<file path="src/hw/rtl/atup_pkg.sv">
`default_nettype none

package atup_pkg;

	localparam int VALUE_W = 64;
	localparam int CONSUMED_W = 16;
	localparam int BASE_W = 6;
	localparam int CHAR_W = 8;

	localparam logic [CHAR_W-1:0] ASC_SPACE = 8'h20;
	localparam logic [CHAR_W-1:0] ASC_TAB = 8'h09;
	localparam logic [CHAR_W-1:0] ASC_MINUS = 8'h2d;
	localparam logic [CHAR_W-1:0] ASC_PLUS = 8'h2b;
	localparam logic [CHAR_W-1:0] ASC_ZERO = 8'h30;
	localparam logic [CHAR_W-1:0] ASC_NINE = 8'h39;
	localparam logic [CHAR_W-1:0] ASC_LOWER_A = 8'h61;
	localparam logic [CHAR_W-1:0] ASC_LOWER_Z = 8'h7a;
	localparam logic [CHAR_W-1:0] ASC_UPPER_A = 8'h41;
	localparam logic [CHAR_W-1:0] ASC_UPPER_Z = 8'h5a;
	localparam logic [CHAR_W-1:0] ASC_LOWER_X = 8'h78;
	localparam logic [CHAR_W-1:0] ASC_UPPER_X = 8'h58;
	localparam logic [CHAR_W-1:0] LETTER_OFFSET = 8'd10;

	localparam logic [BASE_W-1:0] SYM_NONE = 6'd63;
	localparam logic [BASE_W-1:0] BASE_AUTO = 6'd0;
	localparam logic [BASE_W-1:0] BASE_OCT = 6'd8;
	localparam logic [BASE_W-1:0] BASE_DEC = 6'd10;
	localparam logic [BASE_W-1:0] BASE_HEX = 6'd16;

	typedef struct packed {
		logic [CHAR_W-1:0] character;
		logic first_of_string;
	} in_t;

	typedef struct packed {
		logic [VALUE_W-1:0] value;
		logic [CONSUMED_W-1:0] consumed;
		logic overflowed;
		logic converted;
	} out_t;

	typedef struct packed {
		logic first;
		logic [BASE_W-1:0] sym;
		logic blank;
		logic minus;
		logic plus;
		logic hex_x;
	} class_t;

endpackage

`default_nettype wire

</file>
<file path="src/hw/rtl/ascii_to_unsigned_parser.sv">
// Accepts one character per cycle while full is low, and can deliver one result per cycle.
// The item that ends the number is registered in the class queue and then its result in the result queue,
// where it appears on the result ports; a full result queue can stall it, and pop takes it off.
// Both queues hold two entries; full rises only when the back end is held by a full result queue.
// Reset is asynchronous and active low; it empties both queues, sets the radix to 0
// and leaves the parser ignoring characters until one arrives flagged as first.
`default_nettype none

module ascii_to_unsigned_parser #(
	parameter int WORD_BITS = 64,
	parameter int COUNT_BITS = 16
) (
	input wire logic clk,
	input wire logic arst_n,
	input wire logic cfg_we,
	input wire logic [atup_pkg::BASE_W-1:0] cfg_wdata,
	input wire logic push,
	input wire atup_pkg::in_t item,
	output logic full,
	input wire logic pop,
	output logic empty,
	output atup_pkg::out_t result
);

	localparam int CLS_W = $bits(atup_pkg::class_t);
	localparam int RES_W = $bits(atup_pkg::out_t);

	logic [atup_pkg::BASE_W-1:0] radix_q;
	atup_pkg::class_t cls_in;
	atup_pkg::class_t cls_out;
	logic [CLS_W-1:0] cls_rdata;
	logic cls_empty;
	logic cls_pop;
	logic res_full;
	logic res_push;
	atup_pkg::out_t res_in;
	logic [RES_W-1:0] res_rdata;

	always_ff @(posedge clk or negedge arst_n) begin
		if (!arst_n) begin
			radix_q <= '0;
		end else if (cfg_we) begin
			radix_q <= cfg_wdata;
		end
	end

	atup_front u_front (
		.item(item),
		.cls(cls_in)
	);

	atup_queue #(
		.WIDTH(CLS_W)
	) u_cls_queue (
		.clk(clk),
		.arst_n(arst_n),
		.push(push),
		.wdata(cls_in),
		.full(full),
		.pop(cls_pop),
		.empty(cls_empty),
		.rdata(cls_rdata)
	);

	assign cls_out = atup_pkg::class_t'(cls_rdata);

	atup_back #(
		.WORD_BITS(WORD_BITS),
		.COUNT_BITS(COUNT_BITS)
	) u_back (
		.clk(clk),
		.arst_n(arst_n),
		.radix(radix_q),
		.cls_valid(!cls_empty),
		.cls(cls_out),
		.cls_pop(cls_pop),
		.res_full(res_full),
		.res_push(res_push),
		.res(res_in)
	);

	atup_queue #(
		.WIDTH(RES_W)
	) u_res_queue (
		.clk(clk),
		.arst_n(arst_n),
		.push(res_push),
		.wdata(res_in),
		.full(res_full),
		.pop(pop),
		.empty(empty),
		.rdata(res_rdata)
	);

	assign result = atup_pkg::out_t'(res_rdata);

endmodule

`default_nettype wire

</file>
<file path="src/hw/rtl/atup_queue.sv">
`default_nettype none

module atup_queue #(
	parameter int WIDTH = 8
) (
	input wire logic clk,
	input wire logic arst_n,
	input wire logic push,
	input wire logic [WIDTH-1:0] wdata,
	output logic full,
	input wire logic pop,
	output logic empty,
	output logic [WIDTH-1:0] rdata
);

	logic [WIDTH-1:0] mem_q [2];
	logic wr_ptr_q;
	logic rd_ptr_q;
	logic [1:0] count_q;
	logic do_push;
	logic do_pop;

	assign full = (count_q == 2'd2);
	assign empty = (count_q == 2'd0);
	assign do_push = push && !full;
	assign do_pop = pop && !empty;
	assign rdata = mem_q[rd_ptr_q];

	always_ff @(posedge clk) begin
		if (do_push) begin
			mem_q[wr_ptr_q] <= wdata;
		end
	end

	always_ff @(posedge clk or negedge arst_n) begin
		if (!arst_n) begin
			wr_ptr_q <= 1'b0;
			rd_ptr_q <= 1'b0;
			count_q <= 2'd0;
		end else begin
			if (do_push) begin
				wr_ptr_q <= !wr_ptr_q;
			end
			if (do_pop) begin
				rd_ptr_q <= !rd_ptr_q;
			end
			if (do_push && !do_pop) begin
				count_q <= count_q + 2'd1;
			end else if (do_pop && !do_push) begin
				count_q <= count_q - 2'd1;
			end
		end
	end

endmodule

`default_nettype wire

</file>
<file path="src/hw/rtl/atup_front.sv">
`default_nettype none

module atup_front (
	input wire atup_pkg::in_t item,
	output atup_pkg::class_t cls
);

	logic [atup_pkg::CHAR_W-1:0] c;
	logic [atup_pkg::CHAR_W-1:0] diff;

	assign c = item.character;

	always_comb begin
		diff = '0;
		cls.first = item.first_of_string;
		cls.blank = (c == atup_pkg::ASC_SPACE) || (c == atup_pkg::ASC_TAB);
		cls.minus = (c == atup_pkg::ASC_MINUS);
		cls.plus = (c == atup_pkg::ASC_PLUS);
		cls.hex_x = (c == atup_pkg::ASC_LOWER_X) || (c == atup_pkg::ASC_UPPER_X);
		cls.sym = atup_pkg::SYM_NONE;
		if (c >= atup_pkg::ASC_ZERO && c <= atup_pkg::ASC_NINE) begin
			diff = c - atup_pkg::ASC_ZERO;
			cls.sym = diff[atup_pkg::BASE_W-1:0];
		end else if (c >= atup_pkg::ASC_LOWER_A && c <= atup_pkg::ASC_LOWER_Z) begin
			diff = c - atup_pkg::ASC_LOWER_A + atup_pkg::LETTER_OFFSET;
			cls.sym = diff[atup_pkg::BASE_W-1:0];
		end else if (c >= atup_pkg::ASC_UPPER_A && c <= atup_pkg::ASC_UPPER_Z) begin
			diff = c - atup_pkg::ASC_UPPER_A + atup_pkg::LETTER_OFFSET;
			cls.sym = diff[atup_pkg::BASE_W-1:0];
		end
	end

endmodule

`default_nettype wire

</file>
<file path="src/hw/rtl/atup_back.sv">
`default_nettype none

module atup_back #(
	parameter int WORD_BITS = 64,
	parameter int COUNT_BITS = 16
) (
	input wire logic clk,
	input wire logic arst_n,
	input wire logic [atup_pkg::BASE_W-1:0] radix,
	input wire logic cls_valid,
	input wire atup_pkg::class_t cls,
	output logic cls_pop,
	input wire logic res_full,
	output logic res_push,
	output atup_pkg::out_t res
);

	localparam int CNT_W = (COUNT_BITS > atup_pkg::CONSUMED_W) ? atup_pkg::CONSUMED_W
		: COUNT_BITS;
	localparam int PROD_W = WORD_BITS + atup_pkg::BASE_W;

	typedef enum logic [4:0] {
		PH_IDLE = 5'b00001,
		PH_LEAD = 5'b00010,
		PH_SIGNED = 5'b00100,
		PH_ZERO = 5'b01000,
		PH_DIGITS = 5'b10000
	} phase_t;

	phase_t phase_q, phase_d, phase_start;
	logic [WORD_BITS-1:0] acc_q, acc_d, acc_out;
	logic neg_q, neg_d;
	logic sat_q, sat_d;
	logic seen_q, seen_d;
	logic [atup_pkg::BASE_W-1:0] base_q, base_d, base_val;
	logic [CNT_W-1:0] cnt_q, cnt_d;
	logic do_begin;
	logic do_digit;
	logic emit;
	logic [PROD_W-1:0] prod;

	assign cls_pop = cls_valid && !res_full;

	always_comb begin
		phase_start = cls.first ? PH_LEAD : phase_q;
		phase_d = phase_start;
		acc_d = cls.first ? '0 : acc_q;
		neg_d = cls.first ? 1'b0 : neg_q;
		sat_d = cls.first ? 1'b0 : sat_q;
		seen_d = cls.first ? 1'b0 : seen_q;
		base_d = cls.first ? radix : base_q;
		cnt_d = cls.first ? '0 : cnt_q;
		do_begin = 1'b0;
		do_digit = 1'b0;
		emit = 1'b0;
		base_val = atup_pkg::BASE_DEC;
		prod = '0;
		acc_out = '0;

		unique case (phase_start)
			PH_IDLE: begin
			end
			PH_LEAD: begin
				if (cls.blank) begin
				end else if (cls.minus) begin
					neg_d = 1'b1;
					phase_d = PH_SIGNED;
				end else if (cls.plus) begin
					phase_d = PH_SIGNED;
				end else begin
					do_begin = 1'b1;
				end
			end
			PH_SIGNED: begin
				do_begin = 1'b1;
			end
			PH_ZERO: begin
				phase_d = PH_DIGITS;
				if (cls.hex_x) begin
					base_d = atup_pkg::BASE_HEX;
				end else begin
					base_d = (base_d == atup_pkg::BASE_AUTO) ? atup_pkg::BASE_OCT
						: atup_pkg::BASE_HEX;
					seen_d = 1'b1;
					do_digit = 1'b1;
				end
			end
			PH_DIGITS: begin
				do_digit = 1'b1;
			end
			default: begin
			end
		endcase

		if (do_begin) begin
			if (cls.sym == '0 && (base_d == atup_pkg::BASE_AUTO
				|| base_d == atup_pkg::BASE_HEX)) begin
				phase_d = PH_ZERO;
			end else begin
				if (base_d == atup_pkg::BASE_AUTO) begin
					base_d = atup_pkg::BASE_DEC;
				end
				phase_d = PH_DIGITS;
				do_digit = 1'b1;
			end
		end

		if (do_digit) begin
			base_val = (base_d == atup_pkg::BASE_AUTO) ? atup_pkg::BASE_DEC : base_d;
			if (cls.sym >= base_val) begin
				emit = 1'b1;
				acc_out = (neg_d && seen_d && !sat_d) ? (~acc_d + 1'b1) : acc_d;
				phase_d = PH_IDLE;
			end else begin
				if (!sat_d) begin
					prod = ({{atup_pkg::BASE_W{1'b0}}, acc_d} * PROD_W'(base_val))
						+ PROD_W'(cls.sym);
					if (|prod[PROD_W-1:WORD_BITS]) begin
						sat_d = 1'b1;
						acc_d = '1;
					end else begin
						acc_d = prod[WORD_BITS-1:0];
					end
				end
				seen_d = 1'b1;
			end
		end

		if (!emit && phase_start != PH_IDLE && !(&cnt_d)) begin
			cnt_d = cnt_d + 1'b1;
		end
	end

	assign res_push = cls_pop && emit;

	always_comb begin
		res.value = atup_pkg::VALUE_W'(acc_out);
		res.consumed = seen_d ? atup_pkg::CONSUMED_W'(cnt_q & {CNT_W{!cls.first}}) : '0;
		res.overflowed = sat_d;
		res.converted = seen_d;
	end

	always_ff @(posedge clk or negedge arst_n) begin
		if (!arst_n) begin
			phase_q <= PH_IDLE;
			acc_q <= '0;
			neg_q <= 1'b0;
			sat_q <= 1'b0;
			seen_q <= 1'b0;
			base_q <= '0;
			cnt_q <= '0;
		end else if (cls_pop) begin
			phase_q <= phase_d;
			acc_q <= acc_d;
			neg_q <= neg_d;
			sat_q <= sat_d;
			seen_q <= seen_d;
			base_q <= base_d;
			cnt_q <= cnt_d;
		end
	end

endmodule

`default_nettype wire
</file>
<file path="config.mk">
export PLATFORM = sky130hd
export DESIGN_NAME = ascii_to_unsigned_parser
export DESIGN_NICKNAME = d
export VERILOG_FILES = /design/src/hw/rtl/atup_pkg.sv /design/src/hw/rtl/ascii_to_unsigned_parser.sv /design/src/hw/rtl/atup_queue.sv /design/src/hw/rtl/atup_front.sv /design/src/hw/rtl/atup_back.sv
export SDC_FILE = /design/constraint.sdc
export NUM_CORES = 2
export LEC_CHECK = 0
export BUFFER_PORTS_ARGS = -buffer_cell sky130_fd_sc_hd__buf_4
export CORE_ASPECT_RATIO = 0.6
export CORE_MARGIN = 3
export CORE_UTILIZATION = 58
export CTS_CLUSTER_DIAMETER = 100
export DETAILED_ROUTE_END_ITERATION = 12
export PLACE_DENSITY = 0.84
export SYNTH_ARGS = -nofsm -noshare
export SYNTH_HDL_FRONTEND = slang
export SYNTH_HIERARCHICAL = 1
export SYNTH_SLANG_ARGS = --single-unit
</file>
<file path="constraint.sdc">
create_clock -name clk -period 7.65 [get_ports clk]
set_input_delay 1.53 -clock clk [delete_from_list [all_inputs] [get_ports clk]]
set_output_delay 1.53 -clock clk [all_outputs]
set_load 0.03 [all_outputs]
</file>
* After elaboration in Yosys (flattened, before gate mapping)
Memory sizes are Yosys's and may differ from the RTL's.
Cells that the tools add are included.
** Cells by class
- $mul :: 1
- Shift operators :: 0
- Bitwise gates (word level) :: 2
- Muxes and demuxes :: 63
- Reduce and logical (&&, ||, !) cells :: 47
- Add/sub/neg operators :: 12
- Magnitude comparators :: 7
- Divide/modulo/power cells :: 0
- Equal/unequal tests :: 14
** Operator list (number)
- 2-to-1 mux 64 bit :: 8
- adder 70 x 6 -> 70 bit :: 1
- multiplier 64 x 6 -> 70 bit :: 1
- adder 64 x 1 -> 64 bit (second input constant) :: 1
- inverter 64 bit :: 1
- 2-to-1 mux 6 bit :: 10
- 2-to-1 mux 16 bit :: 3
- 2-to-1 mux 5 bit :: 9
- 2-to-1 mux 1 bit :: 26
- equality test 8 x 6 -> 1 bit (second input constant) :: 3
- zero test 6 bit :: 4
- logical AND 1 bit :: 18
- adder 16 x 1 -> 16 bit (second input constant) :: 1
- AND 16 bit :: 1
- equality test 8 x 7 -> 1 bit (second input constant) :: 2
- >= comparator 8 x 7 -> 1 bit (second input constant) :: 2
- less-or-equal comparator 8 x 7 -> 1 bit (second input constant) :: 2
- zero test 1 bit :: 16
- AND reduction 16 bit :: 1
- adder 6 x 4 -> 6 bit (second input constant) :: 2
- subtractor 6 bit (second input constant) :: 2
- case mux 5 bit (2 select lines) :: 1
- equality test 8 x 4 -> 1 bit (second input constant) :: 1
- >= comparator 8 x 6 -> 1 bit (second input constant) :: 1
- 18 further kinds :: 29
** Storage, ports and cells
- Input port bits :: 20
- Bits in writable memories :: 186
- Bits in latches :: 0
- Register bits after elaboration :: 108
- Output and inout port bits :: 84
- Memories kept :: 2
- Logic and storage cells :: 162
- Bits in read-only memories :: 0
** Memory list
- u_res_queue.mem_q :: words 2, bits a word 82, rd ports 1, clocked after Yosys merged registers in 0, write ports 1, RTL line atup_queue.sv:16 : logic [WIDTH-1:0] mem_q [2];
- u_cls_queue.mem_q :: words 2, bits a word 11, rd ports 1, clocked after Yosys merged registers in 0, write ports 1, RTL line atup_queue.sv:16

* Longest topological paths before layout
An unclocked memory read counts as a cell.
- Depth in word-level cells :: 22
- Depth in mapped cells :: 31
- Mapped depth without buffers :: 26

* By module
The synthesis kept the hierarchy.
** Modules (own cells, without submodules)
- atup_back :: cells an instance 2363, instances 1, area an instance 18866.8 µm²
- atup_queue (u_res_queue) :: cells an instance 274, instances 1, area an instance 6463.7 µm²
- atup_queue (u_cls_queue) :: cells an instance 53, instances 1, area an instance 991.0 µm²
- atup_front :: cells an instance 66, instances 1, area an instance 460.4 µm²
- ascii_to_unsigned_parser :: cells an instance 14, instances 1, area an instance 255.2 µm²

* Worst setup path after synthesis
OpenSTA, ideal clock, no wires.
- Kind :: reg-to-reg
- Start point :: register u_cls_queue.rd_ptr_q
- End point :: memory u_res_queue/mem_q[0][0] (netlist name) (enable)
- Library setup time :: 0.523 ns
- Path slack :: -0.451 ns
- Data required time :: 7.127 ns
- Arrival time :: 7.579 ns
- Period minus slack after synthesis :: 8.101 ns
- Cell stages (with the launch flop) :: 20
- Path through :: dfrtp_1 > buf_4 > mux2_1 > nor2_1 > nand3_1 > clkbuf_1 > a21oi_1 > clkinv_1 > a31oi_1 > clkbuf_1 > ha_1 > a21o_1 > a21o_1 > a21oi_1 > o21ai_0 > nand2_1 > clkbuf_1 > nor2_1 > nand2_1 > nor2_1
** RTL lines
- start: declaration :: RTL line atup_queue.sv:18 : logic rd_ptr_q;
- start signal: assignment :: RTL line atup_queue.sv:45 : rd_ptr_q <= !rd_ptr_q;
- end: declaration :: RTL line atup_queue.sv:16

==> key figures <==
Status
  • Status: finished, final reports clean

Floorplan
  • Core box area: 45,400 µm²
  • DIE WIDTH: 285 µm
  • Starting Density: 59.5%
  • Die Ht: 173 µm
  • Row count: 60
  • DIE AREA: 49,300 µm²
  • Boundary Pins: 104

STA
  • Clock Skew: 21.0 ps
  • Max Fclk: 134 MHz
  • Slew Viols, Final: 0
  • Tcrit/Tclk final: 97.3%
  • Slew Limit Headroom: 30.9%
  • Tmin final: 7440 ps
  • RSZ-0062 raised after global routing: true
  • Final setup violation count: 0
  • Worst-margin pin slew: 1030 ps
  • Final worst-path setup slack: 207 ps
  • Final Hold Vio Count: 0
  • Sum Neg Setup Slack: 0 ps

Critical path
  • Arr. time, crit path: 7850 ps
  • Worst Setup End Kind: register
  • Most frequent CP cell: buf_4
  • Crit path launch type: register
  • CP max stage delay: 570 ps
  • CP max stage cell: fa_1
  • Crit-path max FO: 25
  • Critical Path RT: 8060 ps
  • Crit Path Category: register to register

Placement
  • GP Congestion: 1.04
  • Hpwl dp: 61.4 mm
  • Post-Place Cells: 3,506
  • PortBufs: 103
  • Dpl ws: -154 ps

Clocking
  • Clock transition at the registers of the reported paths: 70 ps
  • Clock root buffer: clkbuf_16
  • Bufs on Longest Clock Path: 3
  • Insertion delay to the later sink of the worst-skew pair: 600 ps
  • # H-tree levels: 1
  • Sink Count: 294
  • CTS buffer count: 29
  • Hold_buf cts: 0
  • CTS tree: done

Yosys
  • Synth warnings: 6
  • Yosys cell types: 90
  • Yosys top cell by area: edfxtp_1
  • Syn_nets: 3,206
  • Top-count cell post-synth: nor2_1
  • Yosys top cell area share: 20.7%
  • Synth Flop Type: edfxtp_1
  • Cell count after synthesis: 2,770
  • Synth Area per Inst: 9.76 µm²
  • Synth top cells by count: nor2_1 (529), fa_1 (252), a21oi_1 (241)
  • Sequential share of the synthesized area: 30.7%
  • Number of synthesized flops with an enable pin: 186
  • Async SR Flop Fraction: 36.7%
  • Register bit total from synthesis: 294
  • Leading post-synthesis cells by cell area: edfxtp_1 (21%), fa_1 (19%), dfrtp_1 (9.9%)
  • Synthesized cell area: 27,000 µm²

Power and ir drop
  • Leak: 0.0137 µW
  • Max VDD drop: 0.283 mV
  • Pwr/cell area: 348 nW/µm²

GRT
  • GRT overflow: 0
  • Pin count of the biggest net entering global routing: 94
  • Initial antenna violation count: 1
  • GR Util All Layers: 33.3%
  • Vias in the first global route: 22,700
  • Global-route wire length before repair: 130 mm

Finish
  • Layout Nets: 3,371
  • Non-Filler Instances: 3,579
  • Share of layout cells above drive strength 1: 18.6%
  • Layout area overhead: 14.5%

Routing
  • Avg WL per Cell: 23.2 µm
  • Final wirelength: 83.2 mm
  • Routed Antenna Nets: 0
  • Via/cell ratio: 6.44
  • Vias: 23,000
  • Starting DRT DRC Count: 3,318
  • Drt drc: 0
  • DRT Pass-1 Iters: 9

Min path
  • Hold crit path type: register to register

Flow run
  • Max-Cap Viols: 0
## flip-flops by register name (all words and copies together) (netlist names)
signal                flops
radix_q                   6
u_back/acc_q             64
u_back/base_q             6
u_back/cnt_q             16
u_back/neg_q              1
u_back/phase_q            5
u_back/sat_q              1
u_back/seen_q             1
u_cls_queue/count_q       2
u_cls_queue/mem_q        22
u_cls_queue/rd_ptr_q      1
u_cls_queue/wr_ptr_q      1
u_res_queue/count_q       2
u_res_queue/mem_q       164
u_res_queue/rd_ptr_q      1
u_res_queue/wr_ptr_q      1
## critical path, delay by kind of cell (launching register included)
family,cells,cell delay [ps]
flip-flops,1,370
AO/OA/AOI/OAI,7,1330
adder cells (fa/ha/maj),5,2240
XOR/XNOR,1,210
buffers and inverters,9,1650
multiplexers,1,390
AND/OR/NAND/NOR,5,1030
## per-layer routing
layer,wire [µm],global-route usage [%],vias to the layer above
met2,33500,45.4,1562
met4,1660,6.10,2
li1,-,-,10000
met1,35500,50.8,11300
met3,12500,12.1,160
met5,133,1.92,-
## where the power goes
group | internal, µW | switching (µW)
sequential | 2040 | 293
combinational | 2480 | 4420
clock | 844 | 684
total | 5360 | 5400
## repair_timing
action | 4_1_cts | 5_1_grt
pin swaps | 3 | 29
setup buffers | 2 | 14
cloned | 1 | 2
resized for setup | 13 | 95
setup endpoints to repair | 66 | 67
## logic make-up (layout without fill, tap and decap cells)
group / count (synthesis) / count (layout) / share of synthesized area (%)
AOI/OAI and AO/OA: 584 / 584 / 13.3
xor gates and xnor gates: 140 / 140 / 4.54
adders and majority gates: 416 / 416 / 26.2
buffers and inverters: 241 / 429 / 3.97
DFF: 294 / 294 / 30.7
muxes: 108 / 108 / 5.53
other: 0 / 1 / 0
and+or+nand+nor: 987 / 987 / 15.8
## through the flow
stage                     area [µm²]  power (µW)  utilization, %  hold WS, ps
after floorplan                27100        6600               -          459
after global placement         29300        8570            64.5          475
after detailed placement       29300        8720            64.5          483
after CTS                      30400       10400            67.0          497
after global routing           30900       11300            68.1          530
final                          30900       10800            68.1          492
## cell type report
| cell class | count | area, µm² |
|---|---|---|
| Inverter | 88 | 330 |
| Antenna cell | 1 | 2.50 |
| Clock inverter | 18 | 185 |
| Multi-Input combinational cell | 2235 | 18200 |
| Timing Repair Buffer | 287 | 2340 |
| Tap cell | 620 | 776 |
| Sequential cell | 294 | 8290 |
| Clock buffer | 36 | 823 |
| Fill cell | 3351 | 14500 |
## cells in the final DEF, fill, tap and decap left out, drive strengths merged, types with 10 or more instances in the layout
cell,Yosys,routed
xnor2,71,71
and3,19,19
edfxtp,186,186
a21o,16,16
a21oi,242,242
o21ai,114,114
nand4,42,42
a31oi,63,63
o211ai,12,12
and2,21,21
nand3,27,27
buf,35,285
dfrtp,107,107
a41oi,21,21
fa,252,252
nor2b,14,14
nor3,42,42
nand2,224,224
xor2,69,69
inv,87,95
nor2,529,529
ha,164,164
a211oi,24,24
nand2b,19,19
mux2,104,104
clkbuf,118,38
o21bai,16,16
nor4,19,19
o21a,10,10
## final timing paths
kind	slack, ps	endpoint	depth (start not counted)	start
max in group asynchronous	5210	u_res_queue/rd_ptr_q$_DFFE_PN0P_	2	arst_n
min in group asynchronous	990	u_back/base_q[1]$_DFFE_PN0P_	1	arst_n
setup reg to reg	210	u_back/acc_q[63]$_DFFE_PN0P_	28	u_cls_queue/rd_ptr_q$_DFFE_PN0P_
hold reg to reg	490	u_cls_queue/wr_ptr_q$_DFFE_PN0P_	1	u_cls_queue/wr_ptr_q$_DFFE_PN0P_
hold / removal	490	u_cls_queue/wr_ptr_q$_DFFE_PN0P_	1	u_cls_queue/wr_ptr_q$_DFFE_PN0P_
setup / recovery	210	u_back/acc_q[63]$_DFFE_PN0P_	28	u_cls_queue/rd_ptr_q$_DFFE_PN0P_
Power figures use the tool's default switching activity.
